$ cat config.mk
export PLATFORM = sky130hd
export DESIGN_NAME = uart_tx_rx_ring_buffers
export DESIGN_NICKNAME = d
export VERILOG_FILES = /design/src/rtl/utrrb_pkg.sv /design/src/rtl/uart_tx_rx_ring_buffers.sv
export SDC_FILE = /design/constraint.sdc
export NUM_CORES = 1
export LEC_CHECK = 0
export BUFFER_PORTS_ARGS = -buffer_cell sky130_fd_sc_hd__buf_2
export CAP_MARGIN = 20
export CELL_PAD_IN_SITES_DETAIL_PLACEMENT = 1
export CELL_PAD_IN_SITES_GLOBAL_PLACEMENT = 2
export CORE_ASPECT_RATIO = 0.9
export CORE_UTILIZATION = 49
export DETAILED_ROUTE_END_ITERATION = 10
export PLACE_DENSITY_LB_ADDON = 0.1
export REMOVE_ABC_BUFFERS = 1
export SKIP_LAST_GASP = 1
export SLEW_MARGIN = 20
export SYNTH_ARGS = -nofsm -noshare
export SYNTH_HDL_FRONTEND = slang
export SYNTH_SLANG_ARGS = --single-unit
$ cat constraint.sdc
create_clock -name clock -period 4.42 [get_ports clock]
set_clock_uncertainty 0.2 [all_clocks]
set_input_delay 0.442 -clock clock [delete_from_list [all_inputs] [get_ports clock]]
set_output_delay 0.442 -clock clock [all_outputs]
set_load 0.05 [all_outputs]
$ cat src/rtl/utrrb_pkg.sv
`timescale 1ns / 1ps

package utrrb_pkg;

   // Default ring depth. Each ring holds at most depth minus one bytes.
   localparam int RING_DEPTH_DEFAULT = 32;

   typedef enum logic [1:0] {
      CMD_HOST_WRITE = 2'd0,
      CMD_HOST_READ  = 2'd1,
      CMD_TX_DONE    = 2'd2,
      CMD_RX_BYTE    = 2'd3
   } cmd_type;

   typedef enum logic [1:0] {
      ST_OK       = 2'd0,
      ST_TX_FULL  = 2'd1,
      ST_RX_EMPTY = 2'd2,
      ST_RX_DROP  = 2'd3
   } status_type;

   typedef struct packed {
      cmd_type    command;
      logic [7:0] data_byte;
   } req_type;

   typedef struct packed {
      logic       send_strobe;
      logic [7:0] send_byte;
      logic [7:0] read_byte;
      status_type status_code;
      logic       rx_available;
      logic       tx_busy;
   } rsp_type;

endpackage

$ cat src/rtl/uart_tx_rx_ring_buffers.sv
`timescale 1ns / 1ps
// Latency: the result beat of a command appears on the cycle right after the start beat.
// Throughput: one command per cycle; busy is tied low, and the receiver cannot stall.
// The figure is set by the single registered read port of each ring memory.
// Reset (synchronous, active high) empties both rings and idles the transmitter;
// ring contents are not cleared, since no entry is ever read before it is written.
module uart_tx_rx_ring_buffers #(
   parameter int RING_DEPTH = utrrb_pkg::RING_DEPTH_DEFAULT
) (
   input  logic                clock,
   input  logic                reset,
   input  logic                start,
   output logic                busy,
   input  utrrb_pkg::req_type  req_data,
   output logic                rsp_valid,
   output utrrb_pkg::rsp_type  rsp_data
);
   import utrrb_pkg::*;

   localparam int IDX_W = (RING_DEPTH > 1) ? $clog2(RING_DEPTH) : 1;
   localparam logic [IDX_W-1:0] LAST_IDX = IDX_W'(RING_DEPTH - 1);

   // Advance a ring index, wrapping from the last slot back to slot zero.
   function automatic logic [IDX_W-1:0] ring_next(input logic [IDX_W-1:0] idx);
      if (idx == LAST_IDX) begin
         return '0;
      end
      return idx + 1'b1;
   endfunction

   // Ring memories. Each one is written at one address and read at one
   // address per cycle, with the read data registered.
   logic [7:0] tx_store_ff [RING_DEPTH];
   logic [7:0] rx_store_ff [RING_DEPTH];
   logic [7:0] tx_rd_ff;
   logic [7:0] rx_rd_ff;

   // Ring pointers. The transmitter is busy while the write and current
   // indices differ; the receive ring is empty while its indices match.
   logic [IDX_W-1:0] tx_wr_ff, tx_wr_in;
   logic [IDX_W-1:0] tx_cur_ff, tx_cur_in;
   logic [IDX_W-1:0] rx_wr_ff, rx_wr_in;
   logic [IDX_W-1:0] rx_rd_idx_ff, rx_rd_idx_in;

   // Result register. The byte fields that come from a ring are completed
   // from the memory read registers on the output side.
   logic       valid_ff;
   logic       strobe_ff, strobe_in;
   logic [7:0] sbyte_ff;
   logic       sbyte_mem_ff, sbyte_mem_in;
   logic       rbyte_vld_ff, rbyte_vld_in;
   status_type status_ff, status_in;
   logic       rx_avail_ff;
   logic       tx_busy_ff;

   logic             accept;
   logic             tx_we;
   logic             rx_we;
   logic [IDX_W-1:0] tx_wr_next;
   logic [IDX_W-1:0] tx_cur_next;
   logic [IDX_W-1:0] rx_wr_next;
   logic [IDX_W-1:0] rx_rd_next;

   // Every command finishes in a single pass, so the block never holds off.
   assign busy   = 1'b0;
   assign accept = start && !busy;

   assign tx_wr_next  = ring_next(tx_wr_ff);
   assign tx_cur_next = ring_next(tx_cur_ff);
   assign rx_wr_next  = ring_next(rx_wr_ff);
   assign rx_rd_next  = ring_next(rx_rd_idx_ff);

   // Command decode. Only one pointer and at most one ring entry change per
   // command. A read of a ring always targets a slot written on an earlier
   // cycle, so the memories need no write-to-read bypass.
   always_comb begin
      tx_wr_in     = tx_wr_ff;
      tx_cur_in    = tx_cur_ff;
      rx_wr_in     = rx_wr_ff;
      rx_rd_idx_in = rx_rd_idx_ff;
      strobe_in    = 1'b0;
      sbyte_mem_in = 1'b0;
      rbyte_vld_in = 1'b0;
      status_in    = ST_OK;
      tx_we        = 1'b0;
      rx_we        = 1'b0;
      case (req_data.command)
         CMD_HOST_WRITE: begin
            if (tx_wr_ff == tx_cur_ff) begin
               // Idle transmitter: store the byte and send it right away.
               tx_we     = 1'b1;
               strobe_in = 1'b1;
               tx_wr_in  = tx_wr_next;
            end else if (tx_wr_next == tx_cur_ff) begin
               status_in = ST_TX_FULL;
            end else begin
               tx_we    = 1'b1;
               tx_wr_in = tx_wr_next;
            end
         end
         CMD_HOST_READ: begin
            if (rx_wr_ff == rx_rd_idx_ff) begin
               status_in = ST_RX_EMPTY;
            end else begin
               rbyte_vld_in = 1'b1;
               rx_rd_idx_in = rx_rd_next;
            end
         end
         CMD_TX_DONE: begin
            // A done event on an idle transmitter is ignored.
            if (tx_wr_ff != tx_cur_ff) begin
               if (tx_cur_next != tx_wr_ff) begin
                  strobe_in    = 1'b1;
                  sbyte_mem_in = 1'b1;
                  tx_cur_in    = tx_cur_next;
               end else begin
                  tx_cur_in = tx_wr_ff;
               end
            end
         end
         CMD_RX_BYTE: begin
            if (rx_wr_next != rx_rd_idx_ff) begin
               rx_we    = 1'b1;
               rx_wr_in = rx_wr_next;
            end else begin
               status_in = ST_RX_DROP;
            end
         end
         default: begin
         end
      endcase
   end

   // Ring memories: write on the accepted beat, read every cycle.
   always_ff @(posedge clock) begin
      if (accept && tx_we) begin
         tx_store_ff[tx_wr_ff] <= req_data.data_byte;
      end
      if (accept && rx_we) begin
         rx_store_ff[rx_wr_ff] <= req_data.data_byte;
      end
      tx_rd_ff <= tx_store_ff[tx_cur_next];
      rx_rd_ff <= rx_store_ff[rx_rd_idx_ff];
   end

   // Control state and result register.
   always_ff @(posedge clock) begin
      if (reset) begin
         tx_wr_ff     <= '0;
         tx_cur_ff    <= '0;
         rx_wr_ff     <= '0;
         rx_rd_idx_ff <= '0;
         valid_ff     <= 1'b0;
      end else begin
         valid_ff <= accept;
         if (accept) begin
            tx_wr_ff     <= tx_wr_in;
            tx_cur_ff    <= tx_cur_in;
            rx_wr_ff     <= rx_wr_in;
            rx_rd_idx_ff <= rx_rd_idx_in;
         end
      end
   end

   always_ff @(posedge clock) begin
      if (accept) begin
         strobe_ff    <= strobe_in;
         sbyte_ff     <= req_data.data_byte;
         sbyte_mem_ff <= sbyte_mem_in;
         rbyte_vld_ff <= rbyte_vld_in;
         status_ff    <= status_in;
         rx_avail_ff  <= (rx_wr_in != rx_rd_idx_in);
         tx_busy_ff   <= (tx_wr_in != tx_cur_in);
      end
   end

   // Result beat. Byte fields read zero when they carry nothing.
   assign rsp_valid = valid_ff;

   always_comb begin
      rsp_data.send_strobe  = strobe_ff;
      rsp_data.send_byte    = '0;
      if (strobe_ff) begin
         rsp_data.send_byte = sbyte_mem_ff ? tx_rd_ff : sbyte_ff;
      end
      rsp_data.read_byte    = rbyte_vld_ff ? rx_rd_ff : 8'd0;
      rsp_data.status_code  = status_ff;
      rsp_data.rx_available = rx_avail_ff;
      rsp_data.tx_busy      = tx_busy_ff;
   end

endmodule

==> results of run 1 <==
[where the power goes]
group	leakage (uW)	switching, uW	internal (uW)	total (uW)
registers	0.00506	12.2	5860	5870
clock network	0.000942	2070	2970	5050
logic	0.00244	245	95.0	341
[final timing paths]
kind	startpoint	endpoint	slack, ns	cells past startpoint
min reg2reg	tx_cur_ff[4]$_SDFFE_PP0P_	tx_cur_ff[4]$_SDFFE_PP0P_	0.38	2
max reg2reg	tx_wr_ff[1]$_SDFFE_PP0P_	tx_store_ff[2][6]$_DFFE_PP_	0.13	11
max	tx_wr_ff[1]$_SDFFE_PP0P_	tx_store_ff[2][6]$_DFFE_PP_	0.13	11
min	req_data[8]	strobe_ff$_DFFE_PP_	0.03	2
[per-layer routing]
| metal | part of all wire, % | track usage, % | vias up |
|---|---|---|---|
| li1 | - | - | 4938 |
| met1 | 47 | 37.1 | 6085 |
| met2 | 45 | 33.5 | 348 |
| met3 | 6.3 | 4.56 | 59 |
| met4 | 1.6 | 5.71 | 0 |
| met5 | 0 | 0 | - |
[cells in the final DEF, fill, tap and decap left out, drive strengths merged, types with 6 or more instances in the layout]
cell,count
or3,6
clkbuf,70
edfxtp,527
xor2,12
ha,14
a21oi,26
mux4,152
o21ai,6
nor2,79
mux2,11
bufinv,9
nor3,15
nand3,20
nand2,31
xnor2,18
and2,12
clkinv,20
mux2i,55
nor2b,14
inv,20
buf,77
dfxtp,37
nand3b,9
[flip-flops by register name, summed over array words and instances (netlist names)]
register      cells
tx_busy_ff        1
rx_avail_ff       1
rx_store_ff     256
sbyte_mem_ff      1
strobe_ff         1
tx_wr_ff          5
sbyte_ff          8
rx_rd_idx_ff      5
rx_rd_ff          8
rsp_valid         1
tx_cur_ff         5
rx_wr_ff          5
tx_rd_ff          8
status_ff         2
tx_store_ff     256
rbyte_vld_ff      1
[worst register-to-register path: stages (launching register included)]
cell and delay, ns:
dfxtp_1 0.50, ha_1 0.31, inv_1 0.12, nor2_1 0.13, ha_1 0.40, inv_1 0.16, nand3_1 0.18, a311oi_4 0.16
a21oi_4 0.35, and2_4 0.29, nand2_1 0.40, nor2_1 0.73
[logic make-up (layout without fill, tap and decap cells)]
group	count (synthesis)	in the layout
other cells	1	3
flops	564	564
compound gates	66	66
mux	218	218
buf+inv	91	200
fa+ha+maj	14	14
xor+xnor	30	30
simple gates	209	209
[metrics by stage]
step / setup WS (ns) / hold WS [ns] / std cells / area (um^2)
6_report: 0.127 / 0.0350 / 1920 / 26000
5_1_grt: -0.144 / 0.0336 / 1918 / 26000
4_1_cts: 0.176 / 0.00367 / 1918 / 26000
3_5_place_dp: 0.194 / 0.376 / 1814 / 24000
3_3_place_gp: 0.406 / 0.367 / 1814 / 24000
2_1_floorplan: -2.88 / 0.295 / 1121 / 22700
[what timing repair did]
item                                   CTS  global route
resized for setup                        0            14
setup endpoints to repair                0           208
endpoints found under the hold margin    0             0
[layout make-up]
cell class | instances | area (um^2)
fillers | 4048 | 20500
flip-flops and latches | 564 | 16600
multi-input cells | 538 | 6120
clock buffers | 70 | 1520
well taps | 616 | 771
repair buffers | 77 | 543
clock inverters | 34 | 443
inverters | 19 | 71.3
diodes | 2 | 5.00
==> results.py, run 1 <==
metrics = {
    "power_and_ir_drop": {
        "ir_drop_uv": 294,
        "total_power_uw": 11300,
        "cellLeakagePower_uw": 0.00844,
        "p_per_area_nw_per_um2": 432,
    },
    "clocking": {
        "cts_tree": "done",
        "ctsHoldBuffers": 0,
        "post_cts_buffers": 0,
        "clk_pin_slew_ns": 0.06,
        "cts_inserted_buffers": 57,
        "h-tree-depth": 2,
        "clk_latency_ns": 0.62,
        "cts.sinks": 564,
        "cts_buffer_depth": 3,
        "root_buffer": "clkbuf_16",
    },
    "synth": {
        "yosysWarnings": 0,
        "yosys.area.top_type": "edfxtp_1",
        "synth-adder-area-share_pct": 0.760,
        "synth_mux_area_share_pct": 17.8,
        "synthTopCellsByArea": "edfxtp_1, mux4_2, dfxtp_1",
        "yosys_most_used_dff": "edfxtp_1",
        "synth_area_um2": 23100,
        "ys_types": 66,
        "synth.most_common_cell": "edfxtp_1",
        "synth_top_family_by_area": "multiplexers",
        "synth-seq-cells": 564,
        "synth_compound_area_share_pct": 2.10,
        "synthTopCellsByCount": "edfxtp_1, mux4_2, nor2_1, mux2i_1, dfxtp_1",
        "synthSimpleGateAreaFrac_pct": 4.54,
        "synth_edf_count": 527,
        "synthXorXnorAreaFrac_pct": 1.14,
        "yosysTopAreaCellShare_pct": 68.6,
        "synth_seq_area_share_pct": 71.9,
        "syn_inst": 1193,
        "syn_area_per_cell_um2": 19.3,
        "synthArstFlopShare_pct": 0,
    },
    "sta": {
        "period_share_pct": 97.1,
        "min_period_ns": 4.29,
        "setup-violations-final": 0,
        "worstMarginPinSlew_ns": 1.07,
        "slew_violations": 0,
        "max_freq_mhz": 233,
        "rsz0062_at_grt": "true",
        "tns_ns": 0,
        "hold_viol_final": 0,
        "max_slew_margin_pct": 28.8,
    },
    "hold_path": {
        "hold_class": "primary input to flip-flop",
    },
    "critical_path": {
        "arrival_ns": 4.33,
        "cp_data_required_time_ns": 4.46,
        "crit_path_start_kind": "flip-flop",
        "end_kind": "flip-flop",
        "cpPeakStageDelay_ns": 0.73,
        "crit_type": "flip-flop to flip-flop",
        "crit_chain": "ha_1 -> inv_1 -> nor2_1 -> ha_1 -> inv_1 -> nand3_1 -> a311oi_4 -> a21oi_4 -> and2_4 -> nand2_1 -> nor2_1",
        "critPathTopFamily": "simple AND/OR/NAND/NOR gates",
        "path_buf_inv": 2,
        "crit_fanout": 11,
        "crit_slowest_cell": "nor2_1",
    },
    "floorplan": {
        "die_x_um": 231,
        "ios": 36,
        "coreArea_um2": 46500,
        "die_h_um": 208,
        "row_count": 75,
        "dieArea_um2": 47900,
        "start_util_pct": 49.5,
    },
    "grt": {
        "track_usage_pct": 23.4,
        "grt_pass1_wl_um": 81000,
        "grt_max_degree": 66,
        "grt_antenna_before_repair": 3,
        "grt-ovfl-total": 0,
        "grt_pass1_vias": 11887,
    },
    "final_layout": {
        "postLayoutCoreUtil_pct": 56.0,
        "syn2layout_area_growth_pct": 13.0,
        "finalNetCount": 1284,
        "drive_above_1_share_pct": 28.1,
    },
    "place": {
        "gp_congestion": 0.785,
        "io_buffers": 34,
        "hpwl_um": 34600,
    },
    "drt": {
        "routed-via-count": 11430,
        "viasPerCell": 5.95,
        "avgRoutedWirePerCell_um": 28.3,
        "first_pass_iters": 5,
        "dr.first_iter.drc_count": 963,
        "wirelength_um": 54300,
        "ant_nets": 0,
        "drc": 0,
    },
    "flow_run": {
        "maxCapViolCount": 0,
    },
    "outcome": {
        "outcome": "completed",
    },
}
(Power assumes the default switching activity.)
==> inputs of run 2 (changes only) <==
Settings changed: CORE_UTILIZATION 49 to 50, CTS_BUF_LIST from default to sky130_fd_sc_hd__clkbuf_8.
==> run 2 against run 1 <==
  * Fmax is 8.4% higher
  * Final cell count grew 5.0%
  * Core utilization is 1.2 points higher
  * Hold slack gained 0.028 ns
  * Combinational power about the same
  * Final area shrank 0.22%
  * Total power is 9.4% lower
  * Clock power is 21% lower
  * Wire length fell by 0.84%
  * Setup slack better by 0.33 ns
  * Critical path type unchanged
==> results.py, run 2 (synthesized netlist as in run 1, its figures left out) <==
metrics = {
    "floorplan": {
        "start_util_pct": 50.7,
        "dieArea_um2": 47000,
        "die_x_um": 228,
        "die_h_um": 206,
        "coreArea_um2": 45500,
        "row_count": 74,
        "ios": 36,
    },
    "critical_path": {
        "crit_path_start_kind": "flip-flop",
        "critPathTopFamily": "simple AND/OR/NAND/NOR gates",
        "cpPeakStageDelay_ns": 0.61,
        "crit_slowest_cell": "nor2_1",
        "crit_type": "flip-flop to flip-flop",
        "end_kind": "flip-flop",
        "crit_top_cell": "ha_1",
        "crit_fanout": 11,
        "path_buf_inv": 0,
        "cp_data_required_time_ns": 4.52,
        "crit_chain": "ha_1 -> and3_1 -> ha_1 -> nor2b_1 -> mux2i_2 -> xnor2_1 -> a21oi_2 -> and2_0 -> nand2_2 -> nor2_1",
        "arrival_ns": 4.06,
    },
    "drt": {
        "first_pass_iters": 5,
        "avgRoutedWirePerCell_um": 26.7,
        "ant_nets": 0,
        "wirelength_um": 53800,
        "drc": 0,
        "dr.first_iter.drc_count": 1168,
        "routed-via-count": 11862,
        "viasPerCell": 5.88,
    },
    "sta": {
        "setup-violations-final": 0,
        "max_freq_mhz": 253,
        "worstMarginPinSlew_ns": 1.05,
        "tns_ns": 0,
        "min_period_ns": 3.96,
        "rsz0062_at_grt": "false",
        "slew_violations": 0,
        "setup_ws_ns": 0.461,
        "max_slew_margin_pct": 30.2,
        "period_share_pct": 89.6,
        "hold_viol_final": 0,
    },
    "outcome": {
        "outcome": "completed",
    },
    "grt": {
        "track_usage_pct": 23.6,
        "grt_pass1_wl_um": 79900,
        "grt_antenna_before_repair": 1,
        "grt_pass1_vias": 12084,
        "grt_max_degree": 73,
        "grt-ovfl-total": 0,
    },
    "final_layout": {
        "seq_area_um2": 16600,
        "layout_commonest_cell": "edfxtp_1",
        "drive_above_1_share_pct": 30.0,
        "syn2layout_area_growth_pct": 12.7,
        "multi_input_area_um2": 6090,
        "n_antenna_cell": 0,
        "n_fill_cell": 4047,
        "instances_no_fill": 2016,
        "finalNetCount": 1368,
        "final_cell_area_um2": 26000,
        "reg.largest.list": "rx_store_ff (256), tx_store_ff (256)",
        "layout_common_cells": "edfxtp_1, mux4_2, clkbuf_8, buf_4, nor2_1",
        "postLayoutCoreUtil_pct": 57.2,
    },
    "place": {
        "gp_congestion": 0.784,
        "placed_area_um2": 24400,
        "hpwl_um": 34000,
        "pre_cts_slack_ns": 0.446,
        "place_inst": 1854,
        "io_buffers": 34,
    },
    "clocking": {
        "cts.sinks": 564,
        "post_cts_buffers": 0,
        "clk_latency_ns": 0.68,
        "ctsHoldBuffers": 2,
        "clk_pin_slew_ns": 0.06,
        "cts_tree": "done",
        "cts_buffer_depth": 3,
        "h-tree-depth": 3,
        "cts_inserted_buffers": 91,
        "root_buffer": "clkbuf_8",
        "cts_resized": 0,
    },
    "hold_path": {
        "hold_class": "primary input to flip-flop",
    },
    "flow_run": {
        "maxCapViolCount": 0,
    },
    "power_and_ir_drop": {
        "cellLeakagePower_uw": 0.00868,
        "ir_drop_uv": 250,
        "p_per_area_nw_per_um2": 392,
    },
}
-- run 2: final timing paths --
kind | depth (start not counted) | slack [ns] | to | from
max reg2reg | 10 | 0.46 | rx_store_ff[13][5]$_DFFE_PP_ | rx_wr_ff[0]$_SDFFE_PP0P_
min reg2reg | 2 | 0.34 | tx_cur_ff[4]$_SDFFE_PP0P_ | tx_cur_ff[4]$_SDFFE_PP0P_
min | 1 | 0.06 | sbyte_mem_ff$_SDFFCE_PN0P_ | start
max | 10 | 0.46 | rx_store_ff[13][5]$_DFFE_PP_ | rx_wr_ff[0]$_SDFFE_PP0P_
-- run 2: where the power goes --
| part | switching, uW | leakage (uW) | total (uW) | internal [uW] |
|---|---|---|---|---|
| Clock | 2040 | 0.000911 | 3980 | 1950 |
| Sequential | 11.2 | 0.00506 | 5870 | 5860 |
| Combinational | 243 | 0.00271 | 343 | 99.7 |
| Total | 2290 | 0.00868 | 10200 | 7900 |
-- run 2: metal layers --
| layer | GRT usage [%] | part of all wire [%] | vias to the layer above |
|---|---|---|---|
| met4 | 5.61 | 1.5 | 2 |
| met5 | 0 | 0.033 | - |
| met3 | 4.84 | 5.7 | 68 |
| li1 | - | - | 5124 |
| met2 | 34.9 | 45 | 351 |
| met1 | 36.0 | 48 | 6317 |
-- run 2: area by class of cell --
| cell class | count | share of cell area [%] |
|---|---|---|
| inverter | 19 | 0.274 |
| sequential | 564 | 63.8 |
| clock inverter | 68 | 1.18 |
| multi-input combinational | 538 | 23.4 |
| timing repair buffer | 127 | 3.56 |
| tap | 608 | 2.93 |
| clock buffer | 92 | 4.87 |
-- run 2: through the flow --
step | hold slack (ns) | total power, uW
floorplan | 0.295 | 6150
global placement | 0.335 | 6320
detailed placement | 0.341 | 6330
CTS | 0.0164 | 10300
global route | 0.0346 | 10500
finish | 0.0627 | 10200
==> inputs of run 3 (changes only) <==
Settings changed: CORE_UTILIZATION 50 to 49, CTS_BUF_LIST sky130_fd_sc_hd__clkbuf_8 to sky130_fd_sc_hd__clkbuf_4 sky130_fd_sc_hd__clkbuf_8 sky130_fd_sc_hd__clkbuf_16.
==> run 3 against run 2 <==
  * Wire length rose by 0.93%
  * Die area increased by 2.0%
  * Largest power group unchanged
  * Sequential cell count unchanged
  * Hold slack worse by 0.028 ns
  * Clock power up 28%
  * Highest routed layer is now met4
  * Final cell count shrank 4.8%
  * Final area grew 0.36%
  * Non-clock buffer count decreased by 50
  * Core utilization down 1.1 points
  * Critical path depth grew 1
  * Setup slack got worse by 0.33 ns
  * Clock-buffer cell count shrank 22
==> results.py, run 3 (synthesized netlist as in run 1, its figures left out) <==
metrics = {
    "outcome": {
        "outcome": "completed",
    },
    "critical_path": {
        "r2r_start": "tx_wr_ff[1]$_SDFFE_PP0P_",
        "cp_data_required_time_ns": 4.46,
        "crit_fanout": 11,
        "end_kind": "flip-flop",
        "startpoint": "tx_wr_ff[1]$_SDFFE_PP0P_",
        "ff2ff_setup_slack_ns": 0.13,
        "crit_slowest_cell": "nor2_1",
        "arrival_ns": 4.33,
        "cpPeakStageDelay_ns": 0.72,
        "path_buf_inv": 2,
        "crit_chain": "ha_1 -> inv_1 -> nor2_1 -> ha_1 -> inv_1 -> nand3_1 -> a311oi_4 -> a21oi_4 -> and2_4 -> nand2_1 -> nor2_1",
        "r2r_end": "tx_store_ff[2][5]$_DFFE_PP_",
        "rr_worst_depth": 11,
        "critPathTopFamily": "simple AND/OR/NAND/NOR gates",
        "crit_type": "flip-flop to flip-flop",
        "crit_path_start_kind": "flip-flop",
    },
    "grt": {
        "grt_pass1_wl_um": 81000,
        "grt_pass1_vias": 11870,
        "track_usage_pct": 23.4,
        "grt-ovfl-total": 0,
        "grt_max_degree": 66,
        "grt_antenna_before_repair": 3,
    },
    "drt": {
        "wirelength_um": 54300,
        "first_pass_iters": 5,
        "viasPerCell": 5.95,
        "drc": 0,
        "dr.first_iter.drc_count": 941,
        "ant_nets": 0,
        "routed-via-count": 11430,
        "avgRoutedWirePerCell_um": 28.3,
    },
    "floorplan": {
        "row_count": 75,
        "dieArea_um2": 47900,
        "ios": 36,
        "start_util_pct": 49.5,
        "die_h_um": 208,
        "die_x_um": 231,
        "coreArea_um2": 46500,
    },
    "clocking": {
        "root_buffer": "clkbuf_16",
        "h-tree-depth": 2,
        "ctsHoldBuffers": 0,
        "cts_tree": "done",
        "cts_buffer_depth": 3,
        "clk_latency_ns": 0.62,
        "cts.sinks": 564,
        "cts_inserted_buffers": 57,
        "clk_pin_slew_ns": 0.06,
    },
    "sta": {
        "setup_ws_ns": 0.132,
        "max_slew_margin_pct": 29.5,
        "period_share_pct": 97.0,
        "max_freq_mhz": 233,
        "hold_viol_final": 0,
        "worstMarginPinSlew_ns": 1.06,
        "hold_slack_ns": 0.0350,
        "rsz0062_at_grt": "true",
        "min_period_ns": 4.29,
        "setup-violations-final": 0,
        "slew_violations": 0,
    },
    "power_and_ir_drop": {
        "total_power_uw": 11300,
        "ir_drop_uv": 294,
        "cellLeakagePower_uw": 0.00848,
        "p_per_area_nw_per_um2": 434,
    },
    "final_layout": {
        "layout_common_cells": "edfxtp_1, mux4_2, nor2_1, clkbuf_16, mux2i_1",
        "finalNetCount": 1284,
        "reg.largest.list": "rx_store_ff (256), tx_store_ff (256)",
        "final_cell_area_um2": 26100,
        "drive_above_1_share_pct": 28.9,
        "layout_commonest_cell": "edfxtp_1",
        "syn2layout_area_growth_pct": 13.1,
    },
    "flow_run": {
        "maxCapViolCount": 0,
    },
    "place": {
        "gp_congestion": 0.785,
        "io_buffers": 34,
        "hpwl_um": 34600,
        "pre_cts_slack_ns": 0.194,
        "placed_area_um2": 24000,
    },
    "hold_path": {
        "holdCritStartpoint": "req_data[8]",
        "hold_path_depth": 2,
        "hold_path_end": "strobe_ff$_DFFE_PP_",
        "hold_class": "primary input to flip-flop",
    },
}
run 3: changes by cell type in the layout (fill, tap and decap cells not counted), moves of 17 or more:
cell       change
clkbuf_8      -90
inv_1         -27
clkbuf_16     +58
clkinv_1      -17
buf_4         -49
run 3: power by group:
part	total (uW)	internal [uW]	switching, uW	leakage (uW)
Combinational	341	95.1	245	0.00244
Clock	5110	3030	2080	0.000976
Sequential	5870	5860	12.2	0.00506
run 3: worst reg2reg max path, cell delays in order, from the launching register on:
cell and delay, ns:
dfxtp_1 0.51, ha_1 0.31, inv_1 0.12, nor2_1 0.13, ha_1 0.40, inv_1 0.16
nand3_1 0.18, a311oi_4 0.16, a21oi_4 0.35, and2_4 0.29, nand2_1 0.40, nor2_1 0.73
run 3: stage by stage:
step                      utilization (%)  setup TNS (ns)  instances
after global routing                 56.0          -10.07       1918
after floorplan                         -         -212.35       1121
after CTS                            55.9               0       1918
after global placement               51.7               0       1814
final                                56.0               0       1920
after detailed placement             51.7               0       1814
run 3: cell type report:
| type | instances | area (um^2) |
|---|---|---|
| fill | 4051 | 20500 |
| sequential | 564 | 16600 |
| multi-input combinational | 538 | 6120 |
| clock buffer | 70 | 1550 |
| tap | 616 | 771 |
| timing repair buffer | 77 | 543 |
| clock inverter | 34 | 443 |
| inverter | 19 | 71.3 |
| antenna | 2 | 5.00 |
run 3: what timing repair did:
| item | in CTS | in global routing |
|---|---|---|
| setup buffers | 0 | 0 |
| resized for setup | 0 | 14 |
| setup endpoints to repair | 0 | 208 |
run 3: worst max path at each step:
| stage | endpoint | slack, ns | depth (start not counted) |
|---|---|---|---|
| 2_1_floorplan | tx_rd_ff[0]$_DFF_P_ | -2.88 | 8 |
| 3_3_place_gp | tx_store_ff[1][5]$_DFFE_PP_ | 0.41 | 11 |
| 3_5_place_dp | tx_store_ff[26][2]$_DFFE_PP_ | 0.19 | 11 |
| 4_1_cts | tx_store_ff[26][4]$_DFFE_PP_ | 0.18 | 11 |
| 5_1_grt | tx_store_ff[2][6]$_DFFE_PP_ | -0.14 | 11 |
| 6_report | tx_store_ff[2][5]$_DFFE_PP_ | 0.13 | 11 |
run 3: layer usage:
metal	vias up	track usage, %	wire length [um]
met4	0	5.66	787
met5	-	0	0
met1	6071	37.1	25700
met3	55	4.70	3660
met2	369	33.4	24200
li1	4935	-	-
